[config.mk]
export PLATFORM = sky130hd
export DESIGN_NAME = rilin_mac
export DESIGN_NICKNAME = d
export VERILOG_FILES = /design/src/hw/rtl/rilin_pkg.sv /design/src/hw/rtl/rilin_mac.sv
export SDC_FILE = /design/constraint.sdc
export NUM_CORES = 2
export LEC_CHECK = 0
export ABC_AREA = 1
export ABC_CLOCK_PERIOD_IN_PS = 6800
export BUFFER_PORTS_ARGS = -buffer_cell sky130_fd_sc_hd__buf_2
export CORE_MARGIN = 4
export CORE_UTILIZATION = 44
export CTS_CLUSTER_SIZE = 28
export DETAILED_ROUTE_END_ITERATION = 10
export SLEW_MARGIN = 5
export SYNTH_ARGS = -nofsm -noshare
export SYNTH_HDL_FRONTEND = slang
export SYNTH_SLANG_ARGS = --single-unit
[constraint.sdc]
create_clock -name clk -period 6.8 [get_ports clk]
set_input_delay 0.34 -clock clk [delete_from_list [all_inputs] [get_ports clk]]
set_output_delay 0.34 -clock clk [all_outputs]
set_load 0.03 [all_outputs]
[src/hw/rtl/rilin_pkg.sv]
package rilin_pkg;

  // Fixed field widths of the block.
  localparam int NDIM      = 4;
  localparam int CRD_W     = 12;
  localparam int EXT_W     = 13;
  localparam int FLAT_W    = 48;
  localparam int ACC_W     = NDIM * EXT_W;
  localparam int DIV_STEPS = 4;
  localparam int CFG_AW    = 3;

  // Stream word layouts.
  localparam int IN_DW        = NDIM * CRD_W + FLAT_W;
  localparam int OUT_POS_LSB  = FLAT_W;
  localparam int OUT_STAT_LSB = FLAT_W + NDIM * CRD_W;
  localparam int OUT_RAW_W    = OUT_STAT_LSB + 2;
  localparam int OUT_DW       = ((OUT_RAW_W + 7) / 8) * 8;

  typedef enum logic [CFG_AW-1:0] {
    REG_LOWER_0 = 3'd0,
    REG_LOWER_1 = 3'd1,
    REG_LOWER_2 = 3'd2,
    REG_LOWER_3 = 3'd3,
    REG_UPPER_0 = 3'd4,
    REG_UPPER_1 = 3'd5,
    REG_UPPER_2 = 3'd6,
    REG_UPPER_3 = 3'd7
  } cfg_reg_e;

  typedef enum logic [1:0] {
    STAT_OK      = 2'd0,
    STAT_OUTSIDE = 2'd1,
    STAT_BAD_BOX = 2'd2
  } status_e;

  localparam logic CMD_FLATTEN = 1'b0;

  typedef logic [NDIM-1:0][EXT_W-1:0] ext_vec_t;
  typedef logic [NDIM-1:0][CRD_W-1:0] crd_vec_t;

  // Payload that travels down the pipeline with each word.
  typedef struct packed {
    logic                    cmd;
    logic                    box_ok;
    logic                    in_box;
    logic                    too_big;
    logic [ACC_W-1:0]        acc;
    logic [ACC_W-1:0]        total;
    logic [EXT_W+FLAT_W-1:0] dw;
    crd_vec_t                off;
    crd_vec_t                pos;
  } pipe_t;

endpackage

[src/hw/rtl/rilin_mac.sv]
module rilin_mac #(
  parameter int DIM = 0
) (
  input  logic              clk,
  input  logic              en,
  input  rilin_pkg::ext_vec_t ext,
  input  rilin_pkg::pipe_t  p_i,
  output rilin_pkg::pipe_t  p_o
);
  import rilin_pkg::*;

  logic [ACC_W+EXT_W-1:0] acc_prod;
  logic [ACC_W+EXT_W-1:0] tot_prod;
  pipe_t                  p_nxt;
  pipe_t                  p_r;

  // One row-major step: the offset so far is scaled by this extent.
  always_comb begin
    p_nxt    = p_i;
    acc_prod = p_i.acc * ext[DIM];
    tot_prod = p_i.total * ext[DIM];
    p_nxt.acc   = acc_prod[ACC_W-1:0] + ACC_W'(p_i.off[DIM]);
    p_nxt.total = tot_prod[ACC_W-1:0];
  end

  always_ff @(posedge clk) begin
    if (en) begin
      p_r <= p_nxt;
    end
  end

  assign p_o = p_r;

endmodule

# [After elaboration in Yosys (flattened, before gate mapping)]
# Cells that the tools add are included.
[word_totals] inputBits=319 register_bits=265 output_inout_bits=265
[op_classes] addsub=1 n_mul=2
[ops] op="$mul 52x13->52" n=2
[ops] op="$add 52x12->52" n=1

# [Longest topological paths before layout]
[depth] word_depth=2 ltp_mapped=29 mapped_depth_nobuf=27

# [Least setup slack after synthesis]
# No wires, ideal clock.
[synth_path] path_type="input to register" from="input port ext[8] in the netlist's numbering" to="register p_r (netlist bit p_o[246]) (data pin)" path_slack_ns=1.295 path_stages=26 path_buffers=3 setup_ns=0.252 t_required_ns=6.548 t_arrival_ns=5.253 path_cell_list="buf_2 > clkbuf_1 > buf_1 > nand2_1 > fa_1 > fa_1 > fa_1 > inv_1 > fa_1 > fa_1 > inv_1 > fa_1 > inv_1 > ha_1 > nand2_1 > inv_1 > a21oi_1 > nor2_1 > nor2_1 > nand2_2 > nand2_2 > nand2_2 > nand2_1 > nand2_1 > nand2_1 > nand2_1"
[synth_rtl] element="start: declaration" line_no="rilin_mac.sv:6" rtl="input rilin_pkg::ext_vec_t ext,"
[synth_rtl] element="end signal: assignment" line_no="rilin_mac.sv:28" rtl="p_r <= p_nxt;"
[synth_rtl] element="end: declaration" line_no="rilin_mac.sv:15" rtl="pipe_t p_r;"

==> metrics <==
initial core utilization 44.37%; Netlist cell types 38; Die Footprint 111,600 µm²; Hold Vio Cnt, Final 0; top post-synthesis cells by count nand2_1, inv_1, fa_1; # port buffers 544; Clock Path Buffers 3; Setup violations, final 0; DP Cell Count 7,391; post-synthesis mux area share 0%; Slew @ Worst Pin 0.9904 ns; TritonCTS Buffers 29; CP Class in -> reg; dpl hpwl 110,100 µm; Total GRT Usage 25.22%; Synth Area in Adders 46.31%; Syn. warnings 0; Net count, final 7,665; Reg clk slew, reported paths 0.07 ns; Post-synth ARST share 0%; Hold Path Cell Cnt 1; Post-synth top flop edfxtp_1; compound-gate portion of the synthesized area 2.999%; gr busiest metal met2; antenna-violating nets left 0; Cell Rows 119; max reg flops 265; share of the synthesized area in the top cell type 41.18%; CP startpoint kind input pin; cells resized by post-CTS repair 0; Worst EP required 7.12 ns; Max Transition Viols Final 0; fill count 10.07k; Seq/Total Area, Yosys 17.01%; Hold-fix buffers, CTS 160; Final Non-Filler Cells 7,622; data arrival time of the worst path 6.00 ns; worst hold-check path type in -> reg; outcome finished, final reports clean; DRT iter0 DRCs 2,521; largest net degree at the start of global routing 145; total negative setup slack 0 ns; main combinational cell family by area after synthesis adder cells; Simple-Gate Fraction of Synth Area 18.10%; # clock sinks 265; relative slew slack 33.97%; cell taking the most area after synthesis fa_1; Die X 334.0 µm; WL/cell 18.29 µm; max-cap viol count 0; RSZ-0062 raised after global routing no; Die Ht 334.0 µm; DRT Pass-1 Iters 5; met3 Usage GRT 3.459%; minimum clock period 5.674 ns; crit end category flip-flop; Placer Congestion 0.9177; syn nets 7,122; Vias/cell 4.908; vias in the first global route 39.55k; CTS tree built; final worst slack 1.126 ns; clk root buf clkbuf_16; Post-synth EDFFs 265; Core Region 105,400 µm²; top cells by area, synth fa_1, edfxtp_1, nand2_1; met2 Use GR 44.29%; FF+latch count, synth 265; io pins 584; Mapped Cells 5,649; Area Overhead vs Synth 14.42%; Post-Synth XOR/XNOR Area 1.292%; Syn Area/Cell 8.279 µm²; H-tree depth 1; Via Count 37.41k; fin crit share 83.44%; total gr overflow 0; synthesized area 46,770 µm²; cell with the most instances after synthesis nand2_1; met1 Resource Use GR 33.40%; Fmax 0.1762 GHz; initial antenna violation count 23; layout cells sized above 1 11.02%; Setup WS pre-CTS 0.6147 ns; Worst Path Max Fanout 42; first-pass GRT wire length 221,000 µm; DRC Markers 0; total length of routed wires 139,400 µm; postcts setup bufs 0
## cell usage in the layout (no fill, tap or decap), types with 57 or more instances in the layout
cell type / netlist / layout
nand3_1: 110 / 110
a21oi_1: 128 / 128
inv_1: 1546 / 1546
nor2_1: 185 / 185
ha_1: 192 / 192
dlygate4sd3_1: 0 / 161
edfxtp_1: 265 / 265
nand2_1: 1747 / 1747
buf_2: 17 / 531
fa_1: 962 / 962
o21ai_0: 57 / 57
## metrics by stage
step	hold slack [ns]	instance area [µm²]	util [%]
after floorplan	0.4389	46770	-
after global placement	0.5165	50820	48.21
after detailed placement	0.5181	50820	48.21
after CTS	0.001171	53460	50.72
after global routing	0.1883	53500	50.75
final	0.1996	53510	50.76
## cell families after synthesis
kind of cell    after synthesis
simple gates               2141
compound gates              246
xor+xnor                     69
flops                       265
fa+ha+maj                  1154
buf+inv                    1774
## layer usage
layer	vias to the layer above	share of wire, %
met3	162	6.5
li1	17290	-
met5	-	0.075
met4	16	2.1
met2	1180	49
met1	18760	42
## cell type report
class                           instances  area, µm²  share of cell area [%]
Inverter                             1549       5814                   10.87
Sequential cell                       265       7958                   14.87
Clock buffer                           31      733.2                   1.370
Timing Repair Buffer                  737       4790                   8.950
Tap cell                             1391       1740                   3.252
Multi-Input combinational cell       3610      32130                   60.04
Clock inverter                         23      306.5                  0.5728
Antenna cell                           16      40.04                 0.07482
## worst max-delay path, cell delays in order
cell and delay [ns]:
buf_4 0.50, buf_4 0.37, nand2_1 0.11, fa_1 0.51
inv_1 0.05, fa_1 0.48, fa_1 0.51, fa_1 0.57
fa_1 0.45, ha_1 0.29, ha_1 0.38, nand2_2 0.10
nor2_2 0.21, nand2_1 0.17, nor4_1 0.39, nand3_1 0.23
nand4_1 0.15, nand2_1 0.09
## final timing paths
check,slack [ns],to,start
max,1.13,p_o[248],ext[2]
min,0.20,p_o[208],en
Power is left out: the tool's default activity adds up to more than one toggle a clock period on the data nets, which glitch-free logic cannot reach.
