<file path="src/hw/rtl/rilin_pkg.sv">
package rilin_pkg;

  // Fixed field widths of the block.
  localparam int NDIM      = 4;
  localparam int CRD_W     = 12;
  localparam int EXT_W     = 13;
  localparam int FLAT_W    = 48;
  localparam int ACC_W     = NDIM * EXT_W;
  localparam int DIV_STEPS = 4;
  localparam int CFG_AW    = 3;

  // Stream word layouts.
  localparam int IN_DW        = NDIM * CRD_W + FLAT_W;
  localparam int OUT_POS_LSB  = FLAT_W;
  localparam int OUT_STAT_LSB = FLAT_W + NDIM * CRD_W;
  localparam int OUT_RAW_W    = OUT_STAT_LSB + 2;
  localparam int OUT_DW       = ((OUT_RAW_W + 7) / 8) * 8;

  typedef enum logic [CFG_AW-1:0] {
    REG_LOWER_0 = 3'd0,
    REG_LOWER_1 = 3'd1,
    REG_LOWER_2 = 3'd2,
    REG_LOWER_3 = 3'd3,
    REG_UPPER_0 = 3'd4,
    REG_UPPER_1 = 3'd5,
    REG_UPPER_2 = 3'd6,
    REG_UPPER_3 = 3'd7
  } cfg_reg_e;

  typedef enum logic [1:0] {
    STAT_OK      = 2'd0,
    STAT_OUTSIDE = 2'd1,
    STAT_BAD_BOX = 2'd2
  } status_e;

  localparam logic CMD_FLATTEN = 1'b0;

  typedef logic [NDIM-1:0][EXT_W-1:0] ext_vec_t;
  typedef logic [NDIM-1:0][CRD_W-1:0] crd_vec_t;

  // Payload that travels down the pipeline with each word.
  typedef struct packed {
    logic                    cmd;
    logic                    box_ok;
    logic                    in_box;
    logic                    too_big;
    logic [ACC_W-1:0]        acc;
    logic [ACC_W-1:0]        total;
    logic [EXT_W+FLAT_W-1:0] dw;
    crd_vec_t                off;
    crd_vec_t                pos;
  } pipe_t;

endpackage

</file>
<file path="src/hw/rtl/rilin_div.sv">
module rilin_div #(
  parameter int DIM  = 0,
  parameter bit LAST = 1'b0
) (
  input  logic                clk,
  input  logic                en,
  input  rilin_pkg::ext_vec_t ext,
  input  rilin_pkg::crd_vec_t lower,
  input  rilin_pkg::pipe_t    p_i,
  output rilin_pkg::pipe_t    p_o
);
  import rilin_pkg::*;

  logic [EXT_W-1:0]  rem;
  logic [FLAT_W-1:0] dq;
  logic [EXT_W:0]    trial;
  logic              qbit;
  logic [EXT_W-1:0]  pos_sum;
  pipe_t             p_nxt;
  pipe_t             p_r;

  // Restoring division, DIV_STEPS (four) quotient bits per stage. The dividend shifts
  // out of the top of dq while the quotient bits fill it from the bottom.
  always_comb begin
    p_nxt = p_i;
    rem   = p_i.dw[FLAT_W +: EXT_W];
    dq    = p_i.dw[FLAT_W-1:0];
    trial = '0;
    qbit  = 1'b0;
    for (int i = 0; i < DIV_STEPS; i++) begin
      trial = {rem, dq[FLAT_W-1]};
      if (trial >= {1'b0, ext[DIM]}) begin
        trial = trial - {1'b0, ext[DIM]};
        qbit  = 1'b1;
      end else begin
        qbit  = 1'b0;
      end
      rem = trial[EXT_W-1:0];
      dq  = {dq[FLAT_W-2:0], qbit};
    end
    pos_sum = rem + {1'b0, lower[DIM]};
    if (LAST) begin
      p_nxt.pos[DIM] = pos_sum[CRD_W-1:0];
      p_nxt.dw       = {{EXT_W{1'b0}}, dq};
    end else begin
      p_nxt.dw       = {rem, dq};
    end
  end

  always_ff @(posedge clk) begin
    if (en) begin
      p_r <= p_nxt;
    end
  end

  assign p_o = p_r;

endmodule

</file>
<file path="config.mk">
export PLATFORM = sky130hd
export DESIGN_NAME = rilin_div
export DESIGN_NICKNAME = d
export VERILOG_FILES = /design/src/hw/rtl/rilin_pkg.sv /design/src/hw/rtl/rilin_div.sv
export SDC_FILE = /design/constraint.sdc
export NUM_CORES = 1
export LEC_CHECK = 0
export ABC_AREA = 1
export BUFFER_PORTS_ARGS = -buffer_cell sky130_fd_sc_hd__buf_2
export CAP_MARGIN = 5
export CORE_AREA = 2 2 243 245
export CTS_CLUSTER_DIAMETER = 120
export DETAILED_ROUTE_END_ITERATION = 16
export DIE_AREA = 0 0 245 247
export GPL_TIMING_DRIVEN = 0
export PLACE_DENSITY = 0.38
export SYNTH_ARGS = -nofsm -noshare
export SYNTH_HDL_FRONTEND = slang
export SYNTH_SLANG_ARGS = --single-unit
</file>
<file path="constraint.sdc">
create_clock -name clk -period 10.8 [get_ports clk]
set_clock_uncertainty 0.2 [all_clocks]
set_input_delay 1.62 -clock clk [delete_from_list [all_inputs] [get_ports clk]]
set_output_delay 1.62 -clock clk [all_outputs]
set_load 0.02 [all_outputs]
</file>
**Word-level counts from Yosys, hierarchy flattened**

Cells that the tools add are included.

- Add/subtract/negate cells: 4
- $mul: 0
- Divide/modulo/power cells: 0
- $lt $le $gt $ge: 4
- Eq/ne operators: 0
- Shift-type cells: 0
- Muxes and demuxes: 8
- Bitwise operators: 0
- Reductions and logical operators: 0

Operator list:

| kind | count |
|---|---|
| $ge A14 B13 Y1 | 4 |
| $mux W13 | 4 |
| $sub A13 B13 Y13 | 4 |
| $mux W1 | 4 |

- Flip-flop bits (word level): 265
- Bits in latches: 0
- RAM bits: 0
- ROM bits: 0
- Bits of input ports: 367
- Output and inout port bits: 265
- Word-level logic and storage cells: 31
- Memories: 0

**Longest topological paths before layout**

- Depth in word-level cells: 8
- Mapped depth: 56

**Least setup slack after synthesis**

Ideal clock, no wire load.

- Path type: input to register
- Start point: input port p_i[143] (netlist name)
- End point: register p_r, in the netlist p_o[147], data pin
- Data arrival time: 8.002 ns
- Data required time: 10.348 ns
- Setup slack: 2.346 ns
- Stages: 50
- Buffers on the path: 4
- Path through: inv_1 > ha_1 > fa_1 > inv_1 > nand2_1 > nand3_2 > nand2_1 > nand3_2 > inv_2 > or2_2 > o21ai_0 > inv_1 > fa_1 > o21ai_1 > nand2_1 > nand3_1 > a21oi_2 > nand3_2 > [... 14 more ...] > nor2_2 > buf_2 > nand2_1 > o21ai_2 > ha_1 > nand2_1 > nor2_1 > nor2_1 > inv_1 > nand2_1 > nand2_1 > a21oi_1 > o211ai_1 > a21oi_1 > nand3_2 > buf_4 > nand2_1 > nand2_1

- Cells in the longest elaborated chain, start to end: 8
- Elaborated cells between the ends (all ways): 12
- Those cells by class: add/sub (4); order compare (4); mux (4)

RTL lines:

| what | line | text |
|---|---|---|
| start: declaration | rilin_div.sv:9 | `input rilin_pkg::pipe_t p_i,` |
| $sub A13 B13 Y13 / $ge A14 B13 Y1 (equally long branches) | rilin_div.sv:33, rilin_div.sv:32 |  |
| $mux W13 (*) | rilin_div.sv:32 | `if (trial >= {1'b0, ext[DIM]}) begin` |
| $sub A13 B13 Y13 / $ge A14 B13 Y1 (equally long branches) | rilin_div.sv:33, rilin_div.sv:32 |  |
| $mux W13 (*) | rilin_div.sv:32 |  |
| $sub A13 B13 Y13 / $ge A14 B13 Y1 (equally long branches) | rilin_div.sv:33, rilin_div.sv:32 |  |
| $mux W13 (*) | rilin_div.sv:32 |  |
| $sub A13 B13 Y13 / $ge A14 B13 Y1 (equally long branches) | rilin_div.sv:33, rilin_div.sv:32 |  |
| $mux W13 (*) | rilin_div.sv:32 |  |
| named net trial[3] | rilin_div.sv:16 | `logic [EXT_W:0] trial;` |
| end signal: assignment | rilin_div.sv:52 | `p_r <= p_nxt;` |
| end: declaration | rilin_div.sv:20 | `pipe_t p_r;` |

The timed path passes the listed nets; every way through them passes the cells marked *.
A chain may end at the register's enable or synchronous reset.

**Worst setup path after layout**

- Start point: input port ext[0] (netlist name)
- End point: register p_r, in the netlist p_o[155], data pin

- Cells in the longest elaborated chain, start to end: 8
- Elaborated cells between the ends (all ways): 12
- Those cells by class: add/sub (4); order compare (4); mux (4)

RTL lines:

| what | line | text |
|---|---|---|
| start: declaration | rilin_div.sv:7 | `input rilin_pkg::ext_vec_t ext,` |
| $sub A13 B13 Y13 / $ge A14 B13 Y1 (equally long branches) | rilin_div.sv:33, rilin_div.sv:32 |  |
| $mux W13 | rilin_div.sv:32 |  |
| $sub A13 B13 Y13 / $ge A14 B13 Y1 (equally long branches) | rilin_div.sv:33, rilin_div.sv:32 |  |
| $mux W13 | rilin_div.sv:32 |  |
| $sub A13 B13 Y13 / $ge A14 B13 Y1 (equally long branches) | rilin_div.sv:33, rilin_div.sv:32 |  |
| $mux W13 | rilin_div.sv:32 |  |
| $sub A13 B13 Y13 / $ge A14 B13 Y1 (equally long branches) | rilin_div.sv:33, rilin_div.sv:32 |  |
| $mux W13 (*) | rilin_div.sv:32 |  |
| named net trial[11] | rilin_div.sv:16 |  |

Marks and branches as above.

==> results by stage <==
Power:
- Sequential cells account for 34.1% of the total power.
- Net switching is 36.8% of the power.
- The net switching power is 1.42 mW.
- For this design the static power due to leakage is 7.27 nW.
- The internal power of the cells totals 2.44 mW.
- The clock network is responsible for 27.5% of the overall power.
- The peak supply drop is 0.105 mV.
- In this run, the combinational gates consume 38.4% of the power.
- The power density over cell area is 240 mW/mm^2.

Final layout:
- The area of the multi-input gates is 0.00292 sq mm.
- For this run, the share of the core covered by cells in the final layout is 27.7%.
- The area added between synthesis and finish is 42.5%.
- The filler cells instantiated in the layout total 6145.
- The sequential cells in the finished layout cover a total of 0.00796 sq mm.
- The register with the most flip-flops in the layout has 265 of them.
- Of the cells placed in the final design, the portion with a size suffix greater than 1 is 43.7%.
- The finished cells cover 0.0161 sq mm.
- The leading cell type in the layout, fill and taps excluded is sky130_fd_sc_hd__buf_2.
- The top cell types in the final layout, fill and taps aside, are 545 x sky130_fd_sc_hd__buf_2, 265 x sky130_fd_sc_hd__edfxtp_1, 218 x sky130_fd_sc_hd__nand2_1, 93 x sky130_fd_sc_hd__inv_1, 52 x sky130_fd_sc_hd__ha_1.
- In the final design database the tool counted 1867 nets.

Global routing:
- Global routing used 4.21% of the available met3 tracks.
- Global routing consumed, on the met2 layer, 24.1% of the routing resources.
- The wire length of the first global-routing pass is 55.8 mm.
- Entering global routing, the biggest net connects 121 pins.
- The number of antenna violations at the first check in global routing is 8.
- The via count of the first global-routing pass is 8390.
- The layer with the highest usage is met2.
- In the global route stage, met1 resource usage came out at 13.2%.
- Summed over all layers, the global routing overflow is 0.
- The aggregate global-route resource usage is 12.8%.

Logic synthesis:
- Of all cell types, the one taking the most synthesized area is sky130_fd_sc_hd__edfxtp_1.
- The cell count after synthesis is 861.
- The mean cell area of the mapped netlist is 13.1 sq um.
- The net count after synthesis is 1284.
- The share of the Yosys chip area taken by registers is 70.3%.
- The most used flip-flop cell after synthesis is sky130_fd_sc_hd__edfxtp_1.
- The share of flip-flops with an asynchronous set or reset is 0%.
- The count of flip-flops with a built-in enable after synthesis is 265.
- In this run, synthesis produced a sequential element count of 265.
- Counting distinct cell types in the post-synthesis netlist gives 40.
- The share of Yosys cell area claimed by the top area cell type is 70.3%.
- The cell area after technology mapping is 0.0113 sq mm.
- The yosys synthesis warning count is 0.
- By area the synthesized netlist is led by sky130_fd_sc_hd__edfxtp_1 70%, sky130_fd_sc_hd__nand2_1 7.2%, sky130_fd_sc_hd__ha_1 5.7%.

CTS:
- Gates resized during post-CTS repair numbered 0.
- The clock-pin slew of the registers on the worst-case setup and hold paths is 60 ps.
- After clock tree synthesis, the setup repair step added 0 buffers.
- TritonCTS built the clock tree.
- Clock tree synthesis selected as its root buffer the cell sky130_fd_sc_hd__clkbuf_16.
- Buffers inserted to repair hold after CTS numbered 0.
- The clock net in this run drives a total of 265 sinks.
- The number of clock buffers added by TritonCTS is 35.
- Counting along the longest clock path gives a buffer depth of 3.
- The maximum level of the CTS H-tree is 2.

Timing:
- The clock period minus final worst setup slack is 9510 ps.
- The final count of pins violating max slew was 0.
- The smallest hold slack is 1070 ps.
- At the pin with the least slew margin, the transition time is 670 ps.
- The peak clock frequency supported by timing is 105 MHz.
- Setup repair after global routing left no endpoint under its margin.
- The final count of negative-setup-slack endpoints is 0.
- The worst pin sits at a relative slew slack of 55.3%.
- The number of failing hold endpoints at the final stage is 0.
- The worst path uses 88.0% of the clock period.
- For the final routed database, the setup TNS stands at 0 ps.

Placement:
- Input and output buffers added on the ports amount to 544.
- In this run the cell area measured after placement is 0.0151 sq mm.
- The congestion estimate from routability-driven global placement came to 0.820.
- Once detailed placement completed, the half-perimeter wirelength came to 34.0 mm.

Hold path:
- The source of the worst hold timing path is p_i[29].
- The class of the most critical hold timing path is input pin to register.
- The worst hold endpoint is p_o[29]$_DFFE_PP_.
- Along the worst hold path, the cell count comes to 1.

Worst setup path:
- Along the worst path, the maximum fanout reaches 10.
- Data on the critical path is required at its endpoint by 10860 ps.
- The largest single stage delay on the critical path is 450 ps.
- The worst setup path is captured at a register.
- The startpoint type of the worst setup path is an input pin.
- Data arrives at the worst endpoint at 9570 ps.
- By instance count, the cell type seen most on the critical path is sky130_fd_sc_hd__nand2_1.
- The critical path is of the input pin to register type.
- The largest individual stage delay along the critical path comes from the cell sky130_fd_sc_hd__fa_1.

Floorplan:
- The effective utilization at floorplan is 19.4%.
- In this run the standard cell core region covers 0.0582 sq mm.
- The floorplan step set the die width to 245 microns.
- The number of top-level pins is 632.
- The floorplan step set the die height to 247 microns.
- The floorplan die area is 0.0605 sq mm.
- After floorplanning, the core was divided into 89 placement rows.

Route:
- Summing over every cut layer, the via total after detailed routing is 8563.
- The remaining antenna violation count is 0.
- The number of iterations in the first detailed-routing pass is 4.
- In the routed layout, each cell is associated on average with a via count of 3.81.
- Dividing the detail-routed wire length by the instance count gives 18.3 microns.
- In this run, the number of DRC markers left after iteration 0 of detailed routing was 289.
- The final layout contains routed wiring with a total length of 41.1 mm.
- In the routed design, unresolved DRC markers number 0.

Status:
- The run finished with clean final reports.

Job:
- The number of maximum-capacitance violations is 0.
[Yosys cell counts, types with 4 or more instances]
cell type,number
sky130_fd_sc_hd__a21oi_1,33
sky130_fd_sc_hd__buf_6,4
sky130_fd_sc_hd__edfxtp_1,265
sky130_fd_sc_hd__fa_1,4
sky130_fd_sc_hd__ha_1,52
sky130_fd_sc_hd__inv_1,93
sky130_fd_sc_hd__inv_2,4
sky130_fd_sc_hd__nand2_1,218
sky130_fd_sc_hd__nand3_1,18
sky130_fd_sc_hd__nand3_2,5
sky130_fd_sc_hd__nand4_1,10
sky130_fd_sc_hd__nor2_1,35
sky130_fd_sc_hd__o21ai_0,24
sky130_fd_sc_hd__o21ai_2,15
sky130_fd_sc_hd__xnor2_1,20
sky130_fd_sc_hd__xor2_1,17
[routing by layer]
| layer | up-vias | wire, microns |
|---|---|---|
| li1 | 4180 | - |
| met1 | 4042 | 14800 |
| met2 | 277 | 22100 |
| met3 | 56 | 3060 |
| met4 | 8 | 1110 |
| met5 | - | 52 |
[how the worst max path moves through the flow]
stage / depth (start not counted) / to / start / slack [ps]
after floorplan: 50 / p_o[147]$_DFFE_PP_ / p_i[143] / 2350
after global placement: 51 / p_o[149]$_DFFE_PP_ / ext[5] / 650
after detailed placement: 50 / p_o[155]$_DFFE_PP_ / ext[5] / 630
after CTS: 50 / p_o[149]$_DFFE_PP_ / ext[5] / 1200
after global routing: 51 / p_o[155]$_DFFE_PP_ / ext[5] / 440
final: 50 / p_o[155]$_DFFE_PP_ / ext[0] / 1290
[cell type report]
class	count	share of cell area [%]
timing repair buffer	546	17.3
tap	773	5.99
inverter	99	2.33
multi-input combinational	489	18.1
antenna	4	0.0620
buffer	8	0.434
clock inverter	21	0.807
clock buffer	41	5.70
sequential	265	49.3
[through the flow]
| stage | instances | setup WS (ps) | power [mW] |
|---|---|---|---|
| finish | 2246 | 1290 | 3.87 |
| global route | 2243 | 437 | 4.16 |
| CTS | 2242 | 1200 | 3.96 |
| detailed placement | 2180 | 632 | 2.86 |
| global placement | 2178 | 646 | 2.87 |
| floorplan | 861 | 2350 | 2.38 |
[cells by family (layout without fill, tap and decap cells)]
kind of cell               count (synthesis)  count (layout)  share of synthesized area (%)
xor gates and xnor gates                  37              37                           2.86
AOI/OAI and AO/OA                         94              94                           5.18
adders and majority gates                 56              56                           6.46
other                                      0               4                              0
DFF                                      265             265                           70.3
buffers and inverters                    107             715                           3.95
and+or+nand+nor                          302             302                           11.3
[worst max-delay path: cells and delay by family]
kind | cells | cell delay, ps
AND/OR/NAND/NOR | 24 | 2620
adder cells (fa/ha/maj) | 5 | 1770
AO/OA/AOI/OAI | 11 | 2070
buffers and inverters | 10 | 1450
[power by group through the flow]
stage	registers (mW)	logic, mW	clock network (mW)
floorplan	1.49	0.898	0
global placement	1.35	1.52	0
detailed placement	1.34	1.52	0
CTS	1.32	1.52	1.12
global route	1.33	1.67	1.16
finish	1.32	1.48	1.07
No activity file was read; power rests on OpenSTA's default activity.
